==> src/sv/dcf_pkg.sv <==
// shared types and constants of the dual circular fifo block
`default_nettype none
package dcf_pkg;

  localparam int unsigned DEPTH_DEF = 16;
  localparam int unsigned WORD_W    = 32;
  localparam int unsigned STATUS_W  = 2;

  localparam logic CMD_ENQ = 1'b0;
  localparam logic CMD_DEQ = 1'b1;

  localparam logic [STATUS_W-1:0] STATUS_DONE  = 2'd0;
  localparam logic [STATUS_W-1:0] STATUS_FULL  = 2'd1;
  localparam logic [STATUS_W-1:0] STATUS_EMPTY = 2'd2;

  // commands from the controller to the datapath
  typedef struct packed {
    logic load;  // capture the accepted item
    logic exec;  // check pointers, access memory, update state
  } dcf_ctrl_t;

endpackage
`default_nettype wire

==> src/sv/dcf_if.sv <==
// valid/ready channel interfaces for items and results
`default_nettype none
interface dcf_in_if
  import dcf_pkg::*;
();
  logic                     valid;
  logic                     ready;
  logic                     cmd;
  logic                     queue_sel;
  logic signed [WORD_W-1:0] data_in;

  modport source (output valid, output cmd, output queue_sel, output data_in, input ready);
  modport sink   (input valid, input cmd, input queue_sel, input data_in, output ready);
endinterface

interface dcf_out_if
  import dcf_pkg::*;
();
  logic                     valid;
  logic                     ready;
  logic signed [WORD_W-1:0] data_out;
  logic [STATUS_W-1:0]      status;

  modport source (output valid, output data_out, output status, input ready);
  modport sink   (input valid, input data_out, input status, output ready);
endinterface
`default_nettype wire

==> src/sv/dcf_ram.sv <==
// generic single port ram with registered read
`default_nettype none
module dcf_ram #(
  parameter int unsigned WIDTH = 32,
  parameter int unsigned DEPTH = 16
) (
  input  wire logic                     clk_i,
  input  wire logic                     we_i,
  input  wire logic                     re_i,
  input  wire logic [$clog2(DEPTH)-1:0] addr_i,
  input  wire logic [WIDTH-1:0]         wdata_i,
  output logic      [WIDTH-1:0]         rdata_o
);

  logic [WIDTH-1:0] mem_q [DEPTH];
  logic [WIDTH-1:0] rdata_q;

  always_ff @(posedge clk_i) begin
    if (we_i) begin
      mem_q[addr_i] <= wdata_i;
    end
    if (re_i) begin
      rdata_q <= mem_q[addr_i];
    end
  end

  assign rdata_o = rdata_q;

endmodule
`default_nettype wire

==> src/sv/dcf_ctrl.sv <==
// controller state machine: accept, execute, deliver result
`default_nettype none
module dcf_ctrl
  import dcf_pkg::*;
(
  input  wire logic      clk_i,
  input  wire logic      rst_ni,
  input  wire logic      in_valid_i,
  output logic           in_ready_o,
  output logic           out_valid_o,
  input  wire logic      out_ready_i,
  output dcf_ctrl_t      ctrl_o
);

  typedef enum logic [1:0] {
    S_IDLE,
    S_EXEC,
    S_RESP
  } state_e;

  state_e state_q;
  logic   in_ready_q;
  logic   out_valid_q;

  always_ff @(posedge clk_i or negedge rst_ni) begin
    if (!rst_ni) begin
      state_q     <= S_IDLE;
      in_ready_q  <= 1'b1;
      out_valid_q <= 1'b0;
    end else begin
      unique case (state_q)
        S_IDLE: begin
          if (in_valid_i) begin
            state_q    <= S_EXEC;
            in_ready_q <= 1'b0;
          end
        end
        S_EXEC: begin
          // read data lands in the ram output register here
          state_q     <= S_RESP;
          out_valid_q <= 1'b1;
        end
        S_RESP: begin
          if (out_ready_i) begin
            state_q     <= S_IDLE;
            out_valid_q <= 1'b0;
            in_ready_q  <= 1'b1;
          end
        end
        default: begin
          state_q <= S_IDLE;
        end
      endcase
    end
  end

  assign in_ready_o  = in_ready_q;
  assign out_valid_o = out_valid_q;

  always_comb begin
    ctrl_o.load = in_ready_q && in_valid_i;
    ctrl_o.exec = (state_q == S_EXEC);
  end

endmodule
`default_nettype wire

==> src/sv/dcf_datapath.sv <==
// datapath: item register, queue pointers, shared memory, result
`default_nettype none
module dcf_datapath
  import dcf_pkg::*;
#(
  parameter int unsigned DEPTH = DEPTH_DEF
) (
  input  wire logic                     clk_i,
  input  wire logic                     rst_ni,
  input  wire dcf_ctrl_t                ctrl_i,
  input  wire logic                     cmd_i,
  input  wire logic                     queue_sel_i,
  input  wire logic signed [WORD_W-1:0] data_in_i,
  output logic signed      [WORD_W-1:0] data_out_o,
  output logic             [STATUS_W-1:0] status_o
);

  localparam int unsigned HALF_LO = DEPTH / 2;
  localparam int unsigned HALF_HI = DEPTH - DEPTH / 2;
  localparam int unsigned PTR_W   = $clog2(HALF_HI);
  localparam int unsigned ADDR_W  = $clog2(DEPTH);
  localparam logic [PTR_W-1:0]  LAST_LO = PTR_W'(HALF_LO - 1);
  localparam logic [PTR_W-1:0]  LAST_HI = PTR_W'(HALF_HI - 1);
  localparam logic [ADDR_W-1:0] BASE_HI = ADDR_W'(HALF_LO);

  logic                     cmd_q;
  logic                     sel_q;
  logic signed [WORD_W-1:0] data_q;

  logic [PTR_W-1:0] rp_lo_q, rp_lo_d, wp_lo_q, wp_lo_d;
  logic [PTR_W-1:0] rp_hi_q, rp_hi_d, wp_hi_q, wp_hi_d;
  logic [STATUS_W-1:0] status_q, status_d;
  logic                deq_ok_q, deq_ok_d;

  logic [PTR_W-1:0]  rp_cur, wp_cur, last, ptr_sel, ptr_nxt;
  logic [ADDR_W-1:0] addr;
  logic              full, empty, ram_we, ram_re;
  logic [WORD_W-1:0] ram_rdata;

  always_ff @(posedge clk_i) begin
    if (ctrl_i.load) begin
      cmd_q  <= cmd_i;
      sel_q  <= queue_sel_i;
      data_q <= data_in_i;
    end
  end

  always_comb begin
    rp_cur  = sel_q ? rp_hi_q : rp_lo_q;
    wp_cur  = sel_q ? wp_hi_q : wp_lo_q;
    last    = sel_q ? LAST_HI : LAST_LO;
    // enqueue advances the write pointer, dequeue the read pointer
    ptr_sel = (cmd_q == CMD_ENQ) ? wp_cur : rp_cur;
    ptr_nxt = (ptr_sel == last) ? '0 : ptr_sel + PTR_W'(1);
    full    = (ptr_nxt == rp_cur);
    empty   = (rp_cur == wp_cur);
    addr    = sel_q ? (BASE_HI + ADDR_W'(ptr_nxt)) : ADDR_W'(ptr_nxt);
    ram_we  = ctrl_i.exec && (cmd_q == CMD_ENQ) && !full;
    ram_re  = ctrl_i.exec && (cmd_q == CMD_DEQ) && !empty;

    rp_lo_d  = rp_lo_q;
    wp_lo_d  = wp_lo_q;
    rp_hi_d  = rp_hi_q;
    wp_hi_d  = wp_hi_q;
    status_d = status_q;
    deq_ok_d = deq_ok_q;
    if (ctrl_i.exec) begin
      deq_ok_d = ram_re;
      if (cmd_q == CMD_ENQ) begin
        status_d = full ? STATUS_FULL : STATUS_DONE;
        if (!full) begin
          if (sel_q) wp_hi_d = ptr_nxt;
          else       wp_lo_d = ptr_nxt;
        end
      end else begin
        status_d = empty ? STATUS_EMPTY : STATUS_DONE;
        if (!empty) begin
          if (sel_q) rp_hi_d = ptr_nxt;
          else       rp_lo_d = ptr_nxt;
        end
      end
    end
  end

  always_ff @(posedge clk_i or negedge rst_ni) begin
    if (!rst_ni) begin
      rp_lo_q  <= '0;
      wp_lo_q  <= '0;
      rp_hi_q  <= '0;
      wp_hi_q  <= '0;
      status_q <= STATUS_DONE;
      deq_ok_q <= 1'b0;
    end else begin
      rp_lo_q  <= rp_lo_d;
      wp_lo_q  <= wp_lo_d;
      rp_hi_q  <= rp_hi_d;
      wp_hi_q  <= wp_hi_d;
      status_q <= status_d;
      deq_ok_q <= deq_ok_d;
    end
  end

  dcf_ram #(
    .WIDTH (WORD_W),
    .DEPTH (DEPTH)
  ) u_ram (
    .clk_i   (clk_i),
    .we_i    (ram_we),
    .re_i    (ram_re),
    .addr_i  (addr),
    .wdata_i (data_q),
    .rdata_o (ram_rdata)
  );

  // ram output register holds until the next read
  assign data_out_o = deq_ok_q ? $signed(ram_rdata) : '0;
  assign status_o   = status_q;

endmodule
`default_nettype wire

==> src/sv/dual_circular_fifo_shared_memory.sv <==
// sequence: after the input transfer the controller steps through execute and then respond,
//   where the result is valid and waits for the receiver to take it
// flow: items are handled one at a time, set by the controller sequence and the
//   registered ram read; a new item is accepted only after the result is taken
// reset: rst_ni clears all four queue pointers so both queues start empty;
//   memory contents are not cleared and need no clearing pass
`default_nettype none
module dual_circular_fifo_shared_memory
  import dcf_pkg::*;
#(
  parameter int unsigned DEPTH = DEPTH_DEF
) (
  input  wire logic clk_i,
  input  wire logic rst_ni,
  dcf_in_if.sink    in_i,
  dcf_out_if.source out_o
);

  dcf_ctrl_t ctrl;

  dcf_ctrl u_ctrl (
    .clk_i       (clk_i),
    .rst_ni      (rst_ni),
    .in_valid_i  (in_i.valid),
    .in_ready_o  (in_i.ready),
    .out_valid_o (out_o.valid),
    .out_ready_i (out_o.ready),
    .ctrl_o      (ctrl)
  );

  dcf_datapath #(
    .DEPTH (DEPTH)
  ) u_datapath (
    .clk_i       (clk_i),
    .rst_ni      (rst_ni),
    .ctrl_i      (ctrl),
    .cmd_i       (in_i.cmd),
    .queue_sel_i (in_i.queue_sel),
    .data_in_i   (in_i.data_in),
    .data_out_o  (out_o.data_out),
    .status_o    (out_o.status)
  );

endmodule
`default_nettype wire

==> src/flat_wrapper.sv <==
// flat-port wrapper written by rule: the top's interface ports become plain ports
module dual_circular_fifo_shared_memory_flat import dcf_pkg::*;
#(
  parameter int unsigned DEPTH = DEPTH_DEF
)
  (clk_i, rst_ni, in_i_valid, in_i_cmd, in_i_queue_sel, in_i_data_in, in_i_ready, out_o_valid, out_o_data_out, out_o_status, out_o_ready);
  dcf_in_if in_i_i ();
  dcf_out_if out_o_i ();
  input  wire logic clk_i;
  input  wire logic rst_ni;
  input wire logic [$bits(in_i_i.valid)-1:0] in_i_valid;
  input wire logic [$bits(in_i_i.cmd)-1:0] in_i_cmd;
  input wire logic [$bits(in_i_i.queue_sel)-1:0] in_i_queue_sel;
  input wire logic [$bits(in_i_i.data_in)-1:0] in_i_data_in;
  output wire logic [$bits(in_i_i.ready)-1:0] in_i_ready;
  output wire logic [$bits(out_o_i.valid)-1:0] out_o_valid;
  output wire logic [$bits(out_o_i.data_out)-1:0] out_o_data_out;
  output wire logic [$bits(out_o_i.status)-1:0] out_o_status;
  input wire logic [$bits(out_o_i.ready)-1:0] out_o_ready;
  assign in_i_i.valid = in_i_valid;
  assign in_i_i.cmd = in_i_cmd;
  assign in_i_i.queue_sel = in_i_queue_sel;
  assign in_i_i.data_in = in_i_data_in;
  assign in_i_ready = in_i_i.ready;
  assign out_o_valid = out_o_i.valid;
  assign out_o_data_out = out_o_i.data_out;
  assign out_o_status = out_o_i.status;
  assign out_o_i.ready = out_o_ready;
  dual_circular_fifo_shared_memory #(.DEPTH(DEPTH)) u_core (.clk_i(clk_i), .rst_ni(rst_ni), .in_i(in_i_i), .out_o(out_o_i));
endmodule
==> config.mk <==
export PLATFORM = sky130hd
export DESIGN_NAME = dual_circular_fifo_shared_memory_flat
export DESIGN_NICKNAME = d
export VERILOG_FILES = /design/src/sv/dcf_pkg.sv /design/src/sv/dcf_if.sv /design/src/sv/dcf_ram.sv /design/src/sv/dcf_ctrl.sv /design/src/sv/dcf_datapath.sv /design/src/sv/dual_circular_fifo_shared_memory.sv /design/src/flat_wrapper.sv
export SDC_FILE = /design/constraint.sdc
export NUM_CORES = 1
export LEC_CHECK = 0
export ABC_CLOCK_PERIOD_IN_PS = 15750
export BUFFER_PORTS_ARGS = -buffer_cell sky130_fd_sc_hd__buf_2
export CORE_UTILIZATION = 66
export CTS_CLUSTER_DIAMETER = 200
export DETAILED_ROUTE_END_ITERATION = 8
export PLACE_DENSITY = 0.84
export SLEW_MARGIN = 10
export SYNTH_ARGS = -nofsm -noshare
export SYNTH_HDL_FRONTEND = slang
export SYNTH_SLANG_ARGS = --single-unit
export TNS_END_PERCENT = 30
==> constraint.sdc <==
create_clock -name clk_i -period 15.75 [get_ports clk_i]
set_clock_uncertainty 0.2 [all_clocks]
set_input_delay 0 -clock clk_i [delete_from_list [all_inputs] [get_ports clk_i]]
set_output_delay 0 -clock clk_i [all_outputs]
set_load 0.05 [all_outputs]
# Word-level counts from Yosys, hierarchy flattened
# Memories as Yosys holds them, arrays and structs flattened. A register that Yosys moved wholly into a read port is not among the register bits.
# Cells that the tools add are included.
[classes]
reduce_logical = 17
muxes = 19
eq_ne = 7
add_sub_neg = 2
bitwise_logic = 4
[ops]
columns = ["op", "n"]
rows = [
  ["32-bit two-way mux", 1],
  ["4-bit AND reduction", 4],
  ["3-bit two-way mux", 4],
  ["2-bit two-way mux", 4],
  ["3-bit == test", 2],
  ["1-bit two-way mux", 6],
  ["2-bit one-hot mux with 3 select lines", 1],
  ["1-bit logical AND", 5],
  ["4-bit by 3-bit adder with 4-bit output (first input constant)", 1],
  ["4-bit two-way mux", 1],
  ["2-bit inequality test (second input constant)", 2],
  ["1-bit NOT", 4],
  ["1-bit one-hot mux with 2 select lines", 2],
  ["2-bit AND reduction", 2],
  ["2-bit nonzero test", 2],
  ["3-bit by 1-bit adder with 3-bit output (second input constant)", 1],
  ["3-bit == test (second input constant)", 1],
  ["3-bit AND reduction", 1],
  ["2-bit by 1-bit == test with 1-bit output (second input constant)", 1],
  ["2-bit == test (second input constant)", 1],
  ["1-bit logical NOT", 2],
  ["2-bit logical NOT", 1],
]
[totals]
mem_count = 1
register_bits = 53
input_bits = 38
ramBits = 512
[memory_table]
columns = ["memory", "depth", "width", "read_ports", "rd_ports_with_merged_regs", "write_ports", "line_no", "source"]
rows = [
  ["u_core.u_datapath.u_ram.mem_q", 16, 32, 1, 1, 1, "dcf_ram.sv:15", "logic [WIDTH-1:0] mem_q [DEPTH];"],
]

# Longest topological paths before layout
[logic_depth]
word_depth = 9
depth_mapped = 14

# Cells and area by module
# A second synthesis with hierarchy kept.
[hier_totals]
hier_cells = 1003
hier_area_um2 = 22430.3
[by_module_without_submodules]
columns = ["mod", "cells_per_inst", "area_each_um2", "instances"]
rows = [
  ["dcf_ram", 840, 20183.1, 1],
  ["dcf_datapath", 144, 2077.0, 1],
  ["dcf_ctrl", 19, 170.2, 1],
]

# Worst setup path before layout
# Ideal clock, no wire load.
[synth_timing]
kind = "flip-flop to flip-flop"
start = "reg u_core.u_datapath.cmd_q"
end = "mem u_core.u_datapath.u_ram.mem_q[0][0], enable pin"
t_arrival_ns = 5.412
setup_time_ns = 0.501
path_slack_ns = 9.637
path_stages_with_launch = 12
path_buffers = 4
path_cell_list = "edfxtp_1 buf_6 mux2i_1 mux2_2 buf_4 buf_4 inv_1 ha_1 clkbuf_1 xor2_1 and2_1 nor4_1"
[synth_via]
elab_cells_between_ends = 13
[synth_rtl]
columns = ["item", "line_no", "source"]
rows = [
  ["start, declared", "dcf_datapath.sv:26", "logic cmd_q;"],
  ["start signal, assigned", "dcf_datapath.sv:42", "cmd_q <= cmd_i;"],
  ["3-bit two-way mux (*)", "dcf_datapath.sv:53", "ptr_sel = (cmd_q == CMD_ENQ) ? wp_cur : rp_cur;"],
  ["3-bit by 1-bit adder with 3-bit output / 3-bit == test (equally long branches)", "dcf_datapath.sv:54", "ptr_nxt = (ptr_sel == last) ? '0 : ptr_sel + PTR_W'(1);"],
  ["3-bit two-way mux (*)", "dcf_datapath.sv:54", ""],
  ["4-bit by 3-bit adder with 4-bit output", "dcf_datapath.sv:57", "addr = sel_q ? (BASE_HI + ADDR_W'(ptr_nxt)) : ADDR_W'(ptr_nxt);"],
  ["4-bit two-way mux (*)", "dcf_datapath.sv:57", ""],
  ["via u_core.u_datapath.addr[0]", "dcf_datapath.sv:36", "logic [ADDR_W-1:0] addr;"],
  ["end, declared", "dcf_ram.sv:15", ""],
]
# Mark *: on every way through the listed nets, which the timed path passes. The rest lies on a longest branch.

# Worst setup path in the final report
[layout_timing]
start = "reg u_core.u_datapath.cmd_q"
end = "mem u_core.u_datapath.u_ram.mem_q[15][14], enable pin"
[layout_via]
elab_chain_cells = 8
elab_cells_between_ends = 13
[layout_lines]
columns = ["item"]
rows = [
  ["parallel branches: the longest is 8 deep, another holds 4-bit by 3-bit adder with 4-bit output"],
]
# Several ways; the timed one is not identified.

==> reports/results.md <==
- run status: finished, final reports clean
- Post-Route Setup TNS: 0 ns
- clock period minus final worst setup slack: 5.643 ns
- Leak: 9.080 nW
- via count of the first global-routing pass: 11967
- number of port buffers: 73
- synthesized area: 22910 um2
- clock tree root driver cell: sky130_fd_sc_hd__clkbuf_16
- Total GRT Usage: 28.34%
- average detailed-routed wire length per instance: 27.62 um
- switching share of power: 33.08%
- antenna violations before repair: 1
- relative slew slack: 18.58%
- series of cell instances along the critical path: mux2i_4, mux2_4, inv_1, ha_1, xnor2_1, and2_1, buf_4, or2_0, and3_2
- Routed met2 length: 24870 um
- vias per cell: 6.560
- upper clock frequency limit: 0.1772 GHz
- Crit path buffers/inverters: 2
- Post-Synthesis Mean Instance Area: 20.13 um2
- Clock transition at path regs: 0.06 ns
- overall die area: 35460 um2
- Skew-Pair Late Insertion Delay: 0.57 ns
- final RePlAce weighted congestion: 0.8240
- number of flops mapped to enable cells by yosys: 578
- gr ovfl total: 0
- Power per Cell Area: 194.1 nW/um2
- detailed-routing wirelength on met1: 19050 um
- Bufs on Longest Clock Path: 3
- part of the power in registers: 39.8%
- growth of design area from synthesis to finish: 14.64%
- remaining antenna violation count: 0
- leading register cell type out of synthesis: sky130_fd_sc_hd__edfxtp_1
- Data required, critical path: 15.74 ns
- crit path capture type: register
- net switching power figure: 1.687 mW
- max-cap viol count: 0
- number of standard cells in the final layout excluding fillers: 1785
- residual DRC count: 0
- final clock period utilization by the worst path: 35.83%
- initial core utilization: 67.65%
- top library cells by usage in the layout, fill and taps aside: sky130_fd_sc_hd__edfxtp_1 (578), sky130_fd_sc_hd__mux2i_1 (97), sky130_fd_sc_hd__dlygate4sd3_1 (73), sky130_fd_sc_hd__buf_2 (73), sky130_fd_sc_hd__mux4_2 (67)
- clock tree from TritonCTS: built
- combinational share of power: 34.1%
- yosys synthesis warning count: 0
- maximum number of pins on one net before global-route repair: 92
- number of cells in the design after placement: 1610
- clock network power share: 26.1%
- net count of the mapped netlist: 1180
- stage delay of the slowest cell on the critical path: 0.97 ns
- origin of the critical flop-to-flop path: u_core.u_datapath.cmd_q
- area share of the largest cell type after synthesis: 75.75%
- portion of the post-synthesis area used by sequential elements: 77.83%
- hold crit path type: primary input to register
- synth top area cells: sky130_fd_sc_hd__edfxtp_1 (76%), sky130_fd_sc_hd__mux4_2 (6.6%), sky130_fd_sc_hd__mux2i_1 (4.3%)
- CTS H-Tree Depth: 2
- Ant. Diodes: 0
- arrival time at the worst endpoint: 5.63 ns
- first-pass iteration count of the detailed router: 7
- share of synthesized flip-flops with an asynchronous set or reset: 3.183%
- top fanout value on the critical path: 33
- Core ar.: 33870 um2
- post-synth cell types: 39
- Vias: 11710
- Worst VDD drop: 0.1765 mV
- final WL: 49300 um
- # IOs: 74
- synthesized netlist cell count: 1138
- Worst Hold End: u_core.u_ctrl.state_q[1]
- placed wire-length estimate after detailed placement: 25250 um
- Hold Path Depth: 3
- top cell type by total area after synthesis: sky130_fd_sc_hd__edfxtp_1
- end of the worst register-to-register path: u_core.u_datapath.u_ram.mem_q[15][14]
- path depth of the worst reg2reg path: 9
- number of nets at the end of the flow: 1334
- share of layout cells above drive strength 1: 20.72%
- Internal: 3.411 mW
- count of clock tree sinks: 597
- uppermost routed layer: met5
- Crit path max-delay family: simple AND/OR/NAND/NOR gates
- category of the worst setup path launch point: register
- RSZ-0062 raised after global routing: no
- number of failing setup endpoints in the final timing report: 0
- met3 WL: 3681 um
- final hold violation count: 0
- flops & latches, synth: 597
- 1st-iter DRT viols: 1254
- slowest stage cell on the critical path: sky130_fd_sc_hd__and3_2
- origin of the worst min-delay path: out_o_ready
- Cell Rows: 67
- clock buffers created by TritonCTS: 55
- slack of the worst reg-to-reg path: 10.11 ns
- Worst-Margin Slew: 1.221 ns
- commonest non-fill, non-tap cell in the layout: sky130_fd_sc_hd__edfxtp_1
- number of pins with negative max-slew slack in the final report: 0
- die extent in y: 188.3 um
- overall die width: 188.3 um
- global-route wire length before repair: 73310 um
- critical path start-end classification: register to register
- Post-CTS Setup Repair Bufs: 0
## synth_stat cells (8+ instances only)
master and instances:
sky130_fd_sc_hd__xor2_1 8, sky130_fd_sc_hd__a21oi_1 37, sky130_fd_sc_hd__nor2b_1 33, sky130_fd_sc_hd__a211oi_1 33, sky130_fd_sc_hd__o22ai_1 31, sky130_fd_sc_hd__mux4_2 67, sky130_fd_sc_hd__and3_1 12, sky130_fd_sc_hd__a22o_1 31
sky130_fd_sc_hd__dfrtp_1 18, sky130_fd_sc_hd__mux2i_1 99, sky130_fd_sc_hd__clkbuf_1 28, sky130_fd_sc_hd__a211o_1 32, sky130_fd_sc_hd__buf_2 22, sky130_fd_sc_hd__and2_1 35, sky130_fd_sc_hd__edfxtp_1 578
## worst reg2reg max path: cells and delay by family, from the launching register on
family | cells | cell delay (ns)
xor gates and xnor gates | 1 | 0.55
adders and majority gates | 1 | 0.30
buffers and inverters | 2 | 0.47
DFF | 1 | 0.91
muxes | 2 | 1.25
and+or+nand+nor | 3 | 1.58
## repair_timing
| action | in CTS | in global routing |
|---|---|---|
| endpoints found under the hold margin | 57 | 0 |
| hold buffers | 73 | 0 |
| resized for setup | 0 | 0 |
## worst max-delay path by stage
stage                                       start                                     to  cells past startpoint
final                     u_core.u_datapath.cmd_q  u_core.u_datapath.u_ram.mem_q[15][14]                      9
after global routing      u_core.u_datapath.cmd_q  u_core.u_datapath.u_ram.mem_q[15][15]                      9
after CTS                 u_core.u_datapath.cmd_q   u_core.u_datapath.u_ram.mem_q[15][4]                      9
after detailed placement  u_core.u_datapath.cmd_q  u_core.u_datapath.u_ram.mem_q[15][12]                      9
after global placement    u_core.u_datapath.cmd_q   u_core.u_datapath.u_ram.mem_q[15][9]                      9
after floorplan           u_core.u_datapath.cmd_q    u_core.u_datapath.u_ram.mem_q[0][0]                     11
## power groups by stage
stage	combinational, mW	sequential, mW	clock, mW
2_1_floorplan	1.29	2.03	0
3_3_place_gp	1.64	2.05	0
3_5_place_dp	1.70	2.06	0
4_1_cts	1.74	2.02	1.33
5_1_grt	1.84	2.04	1.39
6_report	1.74	2.03	1.33
## stage by stage
step	setup slack, ns	util [%]	hold slack (ns)	area, um2	total power [mW]
after CTS	10.15	77.55	0.002539	26270	5.103
after floorplan	9.637	-	-0.4956	22910	3.320
after detailed placement	10.20	70.07	-0.2338	23730	3.754
after global routing	9.853	77.55	0.04511	26270	5.270
final	10.11	77.55	0.02460	26270	5.098
after global placement	10.44	70.07	-0.2357	23730	3.686
## cell families (layout without fill, tap and decap cells)
kind of cell | Yosys count | count (layout) | share of synthesized area (%)
flip-flops | 597 | 597 | 77.83
XOR/XNOR | 11 | 11 | 0.4205
adder cells (fa/ha/maj) | 4 | 4 | 0.2184
AO/OA/AOI/OAI | 169 | 169 | 5.472
AND/OR/NAND/NOR | 107 | 107 | 2.774
buffers and inverters | 69 | 268 | 1.513
multiplexers | 181 | 181 | 11.77
## layout make-up
type / count / area [um2]
Fill cell: 1767 / 7602
Multi-Input combinational cell: 472 / 4841
Tap cell: 448 / 560.5
Clock buffer: 65 / 1435
Sequential cell: 597 / 17830
Clock inverter: 37 / 367.9
Timing Repair Buffer: 161 / 1209
Inverter: 5 / 18.77
## flip-flops by register name, summed over array words and instances (netlist names)
register                         flops
u_core.u_ctrl.in_ready_o             1
u_core.u_ctrl.out_valid_o            1
u_core.u_ctrl.state_q                2
u_core.u_datapath.cmd_q              1
u_core.u_datapath.data_q            32
u_core.u_datapath.deq_ok_q           1
u_core.u_datapath.rp_hi_q            3
u_core.u_datapath.rp_lo_q            3
u_core.u_datapath.sel_q              1
u_core.u_datapath.status_o           2
u_core.u_datapath.u_ram.mem_q      512
u_core.u_datapath.u_ram.rdata_o     32
u_core.u_datapath.wp_hi_q            3
u_core.u_datapath.wp_lo_q            3
## per-layer routing
| layer | track usage, % | vias to the layer above |
|---|---|---|
| met4 | 9.708 | 2 |
| met5 | 0 | - |
| met3 | 5.196 | 126 |
| met1 | 37.86 | 6017 |
| li1 | - | 4961 |
| met2 | 47.66 | 604 |
Note: power is estimated with default switching activity, not from simulation.
